File: config.mk
export PLATFORM = sky130hd
export DESIGN_NAME = sorted_priority_queue_keyed_remove
export DESIGN_NICKNAME = d
export VERILOG_FILES = /design/src/sv/spq_pkg.sv /design/src/sv/spq_cell.sv /design/src/sv/sorted_priority_queue_keyed_remove.sv
export SDC_FILE = /design/constraint.sdc
export NUM_CORES = 1
export LEC_CHECK = 0
export ABC_AREA = 1
export BUFFER_PORTS_ARGS = -buffer_cell sky130_fd_sc_hd__clkbuf_2
export CAP_MARGIN = 0
export CORE_ASPECT_RATIO = 0.8
export CORE_MARGIN = 3
export CORE_UTILIZATION = 50
export DETAILED_ROUTE_END_ITERATION = 10
export PLACE_DENSITY = 0.68
export SYNTH_ARGS = -nofsm -noshare
export SYNTH_HDL_FRONTEND = slang
export SYNTH_SLANG_ARGS = --single-unit
export TNS_END_PERCENT = 50
File: constraint.sdc
create_clock -name clk -period 8.1 [get_ports clk]
set_input_delay 1.215 -clock clk [delete_from_list [all_inputs] [get_ports clk]]
set_output_delay 1.215 -clock clk [all_outputs]
set_load 0.1 [all_outputs]
File: src/sv/spq_pkg.sv
// Package: shared types, codes and defaults for the sorted priority queue.
package spq_pkg;

  localparam int DEPTH_DEFAULT = 16;
  localparam int KEY_W = 16;
  localparam int PRI_W = 8;

  typedef enum logic [1:0] {
    CMD_PUSH   = 2'd0,
    CMD_REMOVE = 2'd1,
    CMD_POP    = 2'd2,
    CMD_CLEAR  = 2'd3
  } cmd_t;

  typedef enum logic [1:0] {
    STATUS_DONE  = 2'd0,
    STATUS_EMPTY = 2'd1,
    STATUS_FULL  = 2'd2
  } status_t;

  typedef enum logic {
    ST_IDLE,
    ST_SCAN
  } state_t;

  typedef enum logic [2:0] {
    CELL_HOLD,
    CELL_INSERT,
    CELL_MATCH,
    CELL_SCAN,
    CELL_SHIFT
  } cell_op_t;

  typedef struct packed {
    cell_op_t         op;
    logic [KEY_W-1:0] key;
    logic [PRI_W-1:0] pri;
    logic             shift_all;
  } cell_ctl_t;

  typedef struct packed {
    logic [KEY_W-1:0] key;
    logic [PRI_W-1:0] pri;
    logic             ge;
    logic             seen;
  } cell_link_t;

endpackage

File: src/sv/spq_cell.sv
// One slot of the queue: holds a key and priority, talks to its two neighbors.
module spq_cell #(
  parameter int DEPTH = spq_pkg::DEPTH_DEFAULT,
  parameter int IDX   = 0
) (
  input  logic                          clk,
  input  logic                          rst,
  input  spq_pkg::cell_ctl_t            ctl,
  input  logic [$clog2(DEPTH+1)-1:0]    occ,
  input  spq_pkg::cell_link_t           left_in,
  input  spq_pkg::cell_link_t           right_in,
  output spq_pkg::cell_link_t           link_out
);

  localparam int OCC_W = $clog2(DEPTH+1);

  logic [spq_pkg::KEY_W-1:0] key;
  logic [spq_pkg::PRI_W-1:0] pri;
  logic                      seen;
  logic                      slot_valid;
  logic                      ge;

  assign slot_valid = occ > OCC_W'(IDX);
  assign ge = slot_valid && (pri >= ctl.pri);

  assign link_out.key  = key;
  assign link_out.pri  = pri;
  assign link_out.ge   = ge;
  assign link_out.seen = seen;

  always_ff @(posedge clk) begin
    unique case (ctl.op)
      spq_pkg::CELL_INSERT: begin
        if (!ge) begin
          if (left_in.ge) begin
            key <= ctl.key;
            pri <= ctl.pri;
          end else begin
            key <= left_in.key;
            pri <= left_in.pri;
          end
        end
      end
      spq_pkg::CELL_SHIFT: begin
        if (seen || ctl.shift_all) begin
          key <= right_in.key;
          pri <= right_in.pri;
        end
      end
      default: begin
      end
    endcase
  end

  always_ff @(posedge clk) begin
    if (rst) begin
      seen <= 1'b0;
    end else begin
      unique case (ctl.op)
        spq_pkg::CELL_MATCH: seen <= slot_valid && (key == ctl.key);
        spq_pkg::CELL_SCAN:  seen <= seen | left_in.seen;
        default:             seen <= seen;
      endcase
    end
  end

endmodule

File: src/sv/sorted_priority_queue_keyed_remove.sv
// Top level: sorted priority queue with remove by key, built as a chain of slot cells.
// A request is taken when start is high and busy is low; its result appears on
// status, removed_key and fallback for exactly one cycle with done high, in the
// cycle after the request for push, pop and clear, so these run one per cycle.
// Remove by key on an empty queue answers like push, pop and clear; otherwise busy is
// high while the match flag ripples one cell per cycle down the chain, before the
// matching slot (the head, with fallback high, if no key matches) is closed up.
// The receiver cannot stall: a result not taken in its cycle is gone.
module sorted_priority_queue_keyed_remove #(
  parameter int DEPTH = spq_pkg::DEPTH_DEFAULT
) (
  input  logic                      clk,
  input  logic                      rst,
  input  logic                      start,
  output logic                      busy,
  input  logic [1:0]                command,
  input  logic [spq_pkg::KEY_W-1:0] key,
  input  logic [spq_pkg::PRI_W-1:0] priority_req,
  output logic                      done,
  output logic [1:0]                status,
  output logic [spq_pkg::KEY_W-1:0] removed_key,
  output logic                      fallback
);

  localparam int OCC_W = $clog2(DEPTH+1);
  localparam int CNT_W = $clog2(DEPTH);

  spq_pkg::state_t           state, state_next;
  logic [CNT_W-1:0]          cnt, cnt_next;
  logic [OCC_W-1:0]          occ, occ_next;
  logic [spq_pkg::KEY_W-1:0] key_hold, key_hold_next;
  logic                      done_next;
  logic [1:0]                status_next;
  logic [spq_pkg::KEY_W-1:0] removed_key_next;
  logic                      fallback_next;
  spq_pkg::cell_ctl_t        ctl;
  spq_pkg::cell_link_t       links [DEPTH];
  logic                      accept;
  logic                      empty;
  logic                      full;
  logic                      found;
  logic                      scan_last;

  assign busy      = (state != spq_pkg::ST_IDLE);
  assign accept    = start && !busy;
  assign empty     = (occ == '0);
  assign full      = (occ == OCC_W'(DEPTH));
  assign found     = links[DEPTH-1].seen;
  assign scan_last = (cnt == CNT_W'(DEPTH-1));

  for (genvar i = 0; i < DEPTH; i++) begin : g_cell
    spq_pkg::cell_link_t left_in;
    spq_pkg::cell_link_t right_in;
    if (i == 0) begin : g_head
      assign left_in = '{key: '0, pri: '0, ge: 1'b1, seen: 1'b0};
    end else begin : g_mid
      assign left_in = links[i-1];
    end
    if (i == DEPTH-1) begin : g_tail
      assign right_in = '0;
    end else begin : g_body
      assign right_in = links[i+1];
    end
    spq_cell #(.DEPTH(DEPTH), .IDX(i)) u_cell (
      .clk      (clk),
      .rst      (rst),
      .ctl      (ctl),
      .occ      (occ),
      .left_in  (left_in),
      .right_in (right_in),
      .link_out (links[i])
    );
  end

  always_comb begin
    state_next = state;
    unique case (state)
      spq_pkg::ST_IDLE: begin
        if (accept && (command == spq_pkg::CMD_REMOVE) && !empty) begin
          state_next = spq_pkg::ST_SCAN;
        end
      end
      spq_pkg::ST_SCAN: begin
        if (scan_last) begin
          state_next = spq_pkg::ST_IDLE;
        end
      end
      default: state_next = spq_pkg::ST_IDLE;
    endcase
  end

  always_comb begin
    ctl              = '{op: spq_pkg::CELL_HOLD, key: key, pri: priority_req, shift_all: 1'b0};
    cnt_next         = cnt;
    occ_next         = occ;
    key_hold_next    = key_hold;
    done_next        = 1'b0;
    status_next      = spq_pkg::STATUS_DONE;
    removed_key_next = '0;
    fallback_next    = 1'b0;
    unique case (state)
      spq_pkg::ST_IDLE: begin
        if (accept) begin
          unique case (command)
            spq_pkg::CMD_PUSH: begin
              done_next = 1'b1;
              if (full) begin
                status_next = spq_pkg::STATUS_FULL;
              end else begin
                ctl.op   = spq_pkg::CELL_INSERT;
                occ_next = occ + OCC_W'(1);
              end
            end
            spq_pkg::CMD_REMOVE: begin
              if (empty) begin
                done_next   = 1'b1;
                status_next = spq_pkg::STATUS_EMPTY;
              end else begin
                ctl.op        = spq_pkg::CELL_MATCH;
                cnt_next      = '0;
                key_hold_next = key;
              end
            end
            spq_pkg::CMD_POP: begin
              done_next = 1'b1;
              if (empty) begin
                status_next = spq_pkg::STATUS_EMPTY;
              end else begin
                ctl.op           = spq_pkg::CELL_SHIFT;
                ctl.shift_all    = 1'b1;
                removed_key_next = links[0].key;
                occ_next         = occ - OCC_W'(1);
              end
            end
            default: begin
              done_next   = 1'b1;
              status_next = empty ? spq_pkg::STATUS_EMPTY : spq_pkg::STATUS_DONE;
              occ_next    = '0;
            end
          endcase
        end
      end
      spq_pkg::ST_SCAN: begin
        if (scan_last) begin
          ctl.op           = spq_pkg::CELL_SHIFT;
          ctl.shift_all    = !found;
          done_next        = 1'b1;
          removed_key_next = found ? key_hold : links[0].key;
          fallback_next    = !found;
          occ_next         = occ - OCC_W'(1);
        end else begin
          ctl.op   = spq_pkg::CELL_SCAN;
          cnt_next = cnt + CNT_W'(1);
        end
      end
      default: begin
      end
    endcase
  end

  always_ff @(posedge clk) begin
    if (rst) begin
      state <= spq_pkg::ST_IDLE;
      occ   <= '0;
      cnt   <= '0;
      done  <= 1'b0;
    end else begin
      state <= state_next;
      occ   <= occ_next;
      cnt   <= cnt_next;
      done  <= done_next;
    end
  end

  always_ff @(posedge clk) begin
    key_hold    <= key_hold_next;
    status      <= status_next;
    removed_key <= removed_key_next;
    fallback    <= fallback_next;
  end

  a_occ_bound: assert property (@(posedge clk) disable iff (rst)
    occ <= OCC_W'(DEPTH))
    else $error("occupancy above depth");

  a_no_result_while_busy: assert property (@(posedge clk) disable iff (rst)
    busy |-> !done)
    else $error("result while scanning");

  a_fallback_done: assert property (@(posedge clk) disable iff (rst)
    (done && fallback) |-> (status == spq_pkg::STATUS_DONE))
    else $error("fallback with bad status");

  a_full_refused: assert property (@(posedge clk) disable iff (rst)
    (accept && (command == spq_pkg::CMD_PUSH) && full)
      |=> (done && (status == spq_pkg::STATUS_FULL) && full))
    else $error("push into full queue not refused");

endmodule
==> summary.txt <==
Outcome
  • Status: finished clean

Yosys
  • Syn Nets: ~4300
  • Post-synthesis compound-gate area fraction: 0.0464
  • Sequential element share of the synthesized area: 0.419
  • EDFF count, synth: 400
  • Post-Synth Adder-Cell Area: 0.0547
  • Synthesized flop and latch total: around 450
  • Synth Area in Simple Gates: 0.341
  • Async set or reset register ratio after synthesis: 0
  • Syn avg cell area: 7.38 um^2
  • Yosys warns: 0
  • Ranking of synthesized cells by area: edfxtp_1, nand2_1, nand3_1, ha_1, inv_1
  • Largest family of logic cells by synthesized area: simple AND/OR/NAND/NOR gates
  • Fraction of synthesized area in multiplexers: 0
  • Mapped Area: 0.0309 mm^2
  • Cell count after synthesis: ~4200
  • Main synth FF type: edfxtp_1
  • Post-synth top area share: 0.389
  • Synth unique cells: 43
  • Yosys top cell by area: edfxtp_1
  • XOR/XNOR share of the synthesized area: 0.0383

Drt
  • Drt via density: 5.60
  • DR iter-0 viols: 3153
  • Routed Antenna Nets: 0
  • WL/cell: a little under 20 um
  • WL final: between 90 and 100 mm
  • Pre-Repair DR Iteration Count: 5
  • Vias post-DR: 27660
  • Post-route DRC: 0

Timing
  • Setup TNS: 0 ns
  • Final cycle utilization of the critical path: 0.593
  • Setup-failing EPs final: 0
  • Minimum clock period: ~4.8 ns
  • Slew Limit Fails: 0
  • Skew final: 0.0151 ns
  • Post-layout worst setup margin: 3.30 ns
  • Maximum clock frequency: around 210 MHz
  • Slew @ Worst Pin: between 1 and 1.5 ns
  • RSZ-0062 raised after global routing: false
  • Hold Fails Final Rpt: 0
  • Worst slew margin: 0.184

Power and ir drop
  • Worst VDD drop: 0.000160 V
  • Leakage power: ~0.015 uW
  • Power Dens Cells: roughly 210 mW/mm^2

Setup path
  • Crit-path leading delay family: buffers and inverters
  • Endpoint type of the worst setup path: register
  • Number of cells on the critical path: 11
  • Crit Path Category: reg2reg
  • R2R depth: 11
  • Slowest CP cell: clkinv_8
  • Req. time, crit path: between 8 and 9 ns
  • Worst-path cell chain: inv_1, ha_1, nand2_2, nor2_4, inv_2, nand3_2, nand2_8, clkinv_8, buf_4, nand3_1, nand2_1
  • Buffer and inverter count on the worst path: 4
  • Worst stage delay on the critical path: 0.74 ns
  • Data arrival time of the critical path: 5.14 ns
  • Peak fanout along the critical path: ~220
  • Startpoint types: register

Die
  • Die ar.: between 0.06 and 0.07 mm^2
  • Site Rows: 80
  • Initial Utilization: 0.512
  • Die Span Y: roughly 230 um
  • Chip Width: between 200 and 300 um
  • Core region area: 0.0604 mm^2
  • IO Count: 50

Placed design
  • # port buffers: 49
  • Final GP Congestion: between 0.8 and 0.9
  • Hpwl dp: approximately 64 mm
  • Place WS: between 2 and 3 ns

Hold path
  • Hold crit path type: reg2reg
  • Hold Crit Depth: 2

Clock network
  • Clk buf depth: 3
  • CTS clk-pin slew, worst paths: ~0.060 ns
  • Number of CTS-inserted buffers: between 40 and 50
  • H-tree depth: 2
  • Worst skew pair latency: 0.60 ns
  • CTS resizes: 0
  • CTS tree: yes
  • Clock root cell: clkbuf_16
  • CTS Sinks: between 400 and 500
  • Setup repair bufs after CTS: 0
  • Post-CTS Hold Buffers: 0

Final layout
  • # fillers: just under 6000
  • Layout area overhead: 6.25%
  • Nets: between 4000 and 5000
  • N_diodes: 0
  • Layout cell share with drive strength beyond 1: 0.0580

Global route
  • Vias in the first global route: 26002
  • Grt total ovfl: 0
  • Largest net degree at the start of global routing: 222
  • Initial antenna violation count: 0
  • Global-route usage over all layers: 0.290
  • Global-route wire length before repair: around 150 mm

Job
  • Max-cap viol count: 0
-- state kept, by name, summed over array words and instances (netlist names) --
register	count
cnt	4
g_cell.u_cell.key	256
status	2
g_cell.u_cell.pri	128
done	1
fallback	1
g_cell.u_cell.seen	16
removed_key	16
key_hold	16
busy	1
occ	5
-- final cells by class --
| type | instances | area [um^2] | share of cell area |
|---|---|---|---|
| Multi-Input combinational cell | 3031 | 14900 | 0.454 |
| Sequential cell | 446 | 12900 | 0.394 |
| Inverter | 448 | 1700 | 0.0517 |
| Clock buffer | 64 | 1360 | 0.0413 |
| Tap cell | 820 | 1030 | 0.0313 |
| Timing Repair Buffer | 106 | 686 | 0.0209 |
| Clock inverter | 25 | 206 | 0.00629 |
-- metal layers --
layer	share of wire	track usage
met1	0.44	0.422
met2	0.43	0.440
met3	0.097	0.0423
met4	0.039	0.102
met5	0	0
-- placed cells by master, fill, tap and decap left out, types with 7 or more instances in the layout --
master	count
ha_1	135
inv_1	430
o21a_1	15
nand4_1	40
xnor2_1	77
o21ai_1	10
nor2_2	14
o21ai_0	100
clkinv_2	10
dfxtp_1	46
nand2_2	13
clkbuf_2	49
nor3_1	14
inv_2	13
nand3_1	715
edfxtp_1	400
clkbuf_16	51
nor2_4	7
clkbuf_1	10
clkinv_1	10
a21oi_1	82
nand2_1	1469
buf_4	56
o22ai_1	23
o21bai_1	14
xor2_1	58
nor2_1	224
-- path summary, 6_finish.rpt --
check / startpoint / end / slack, ns
max reg2reg: occ[0] / g_cell[11].u_cell.key[9] / 3.30
min: key_hold[4] / removed_key[4] / 0.48
min reg2reg: key_hold[4] / removed_key[4] / 0.48
max: occ[0] / g_cell[11].u_cell.key[9] / 3.30
-- kinds of logic (layout without fill, tap and decap cells) --
| kind of cell | Yosys count | after routing |
|---|---|---|
| and+or+nand+nor | 2505 | 2505 |
| buffers and inverters | 705 | 643 |
| DFF | 446 | 446 |
| AOI/OAI and AO/OA | 256 | 256 |
| adders and majority gates | 135 | 135 |
| xor gates and xnor gates | 135 | 135 |
-- worst reg2reg max path: stages (launching register included) --
cell      delay, ns
dfxtp_1        0.48
inv_1          0.21
ha_1           0.25
nand2_2        0.11
nor2_4         0.06
inv_2          0.51
nand3_2        0.25
nand2_8        0.53
clkinv_8       0.86
buf_4          0.99
nand3_1        0.23
nand2_1        0.07
-- synthesized netlist by cell type, drive strengths merged (14+ instances only) --
| master | count |
|---|---|
| o21a | 15 |
| nand2 | 1483 |
| nor2 | 245 |
| xor2 | 58 |
| o21bai | 14 |
| clkbuf | 86 |
| o22ai | 23 |
| nand4 | 41 |
| a21oi | 86 |
| ha | 135 |
| o21ai | 112 |
| nand3 | 718 |
| nor3 | 15 |
| dfxtp | 46 |
| edfxtp | 400 |
| buf | 171 |
| inv | 445 |
| xnor2 | 77 |
-- where the power goes --
part	internal (uW)	switching (uW)	total, uW
clock	1270	989	2260
sequential	2820	174	2990
combinational	489	1180	1670
total	4580	2340	6920
-- per-stage QoR --
| stage | area [um^2] | total power [uW] | util | std cells | hold slack, ns |
|---|---|---|---|---|---|
| after floorplan | 30900 | 4230 | - | 4182 | 0.450 |
| after global placement | 31200 | 4650 | 0.518 | 4851 | 0.466 |
| after detailed placement | 31200 | 4680 | 0.518 | 4851 | 0.467 |
| after CTS | 32800 | 6910 | 0.543 | 4940 | 0.481 |
| after global routing | 32800 | 7250 | 0.543 | 4940 | 0.514 |
| final | 32800 | 6920 | 0.543 | 4940 | 0.480 |
No activity file was read; power rests on OpenSTA's default activity.
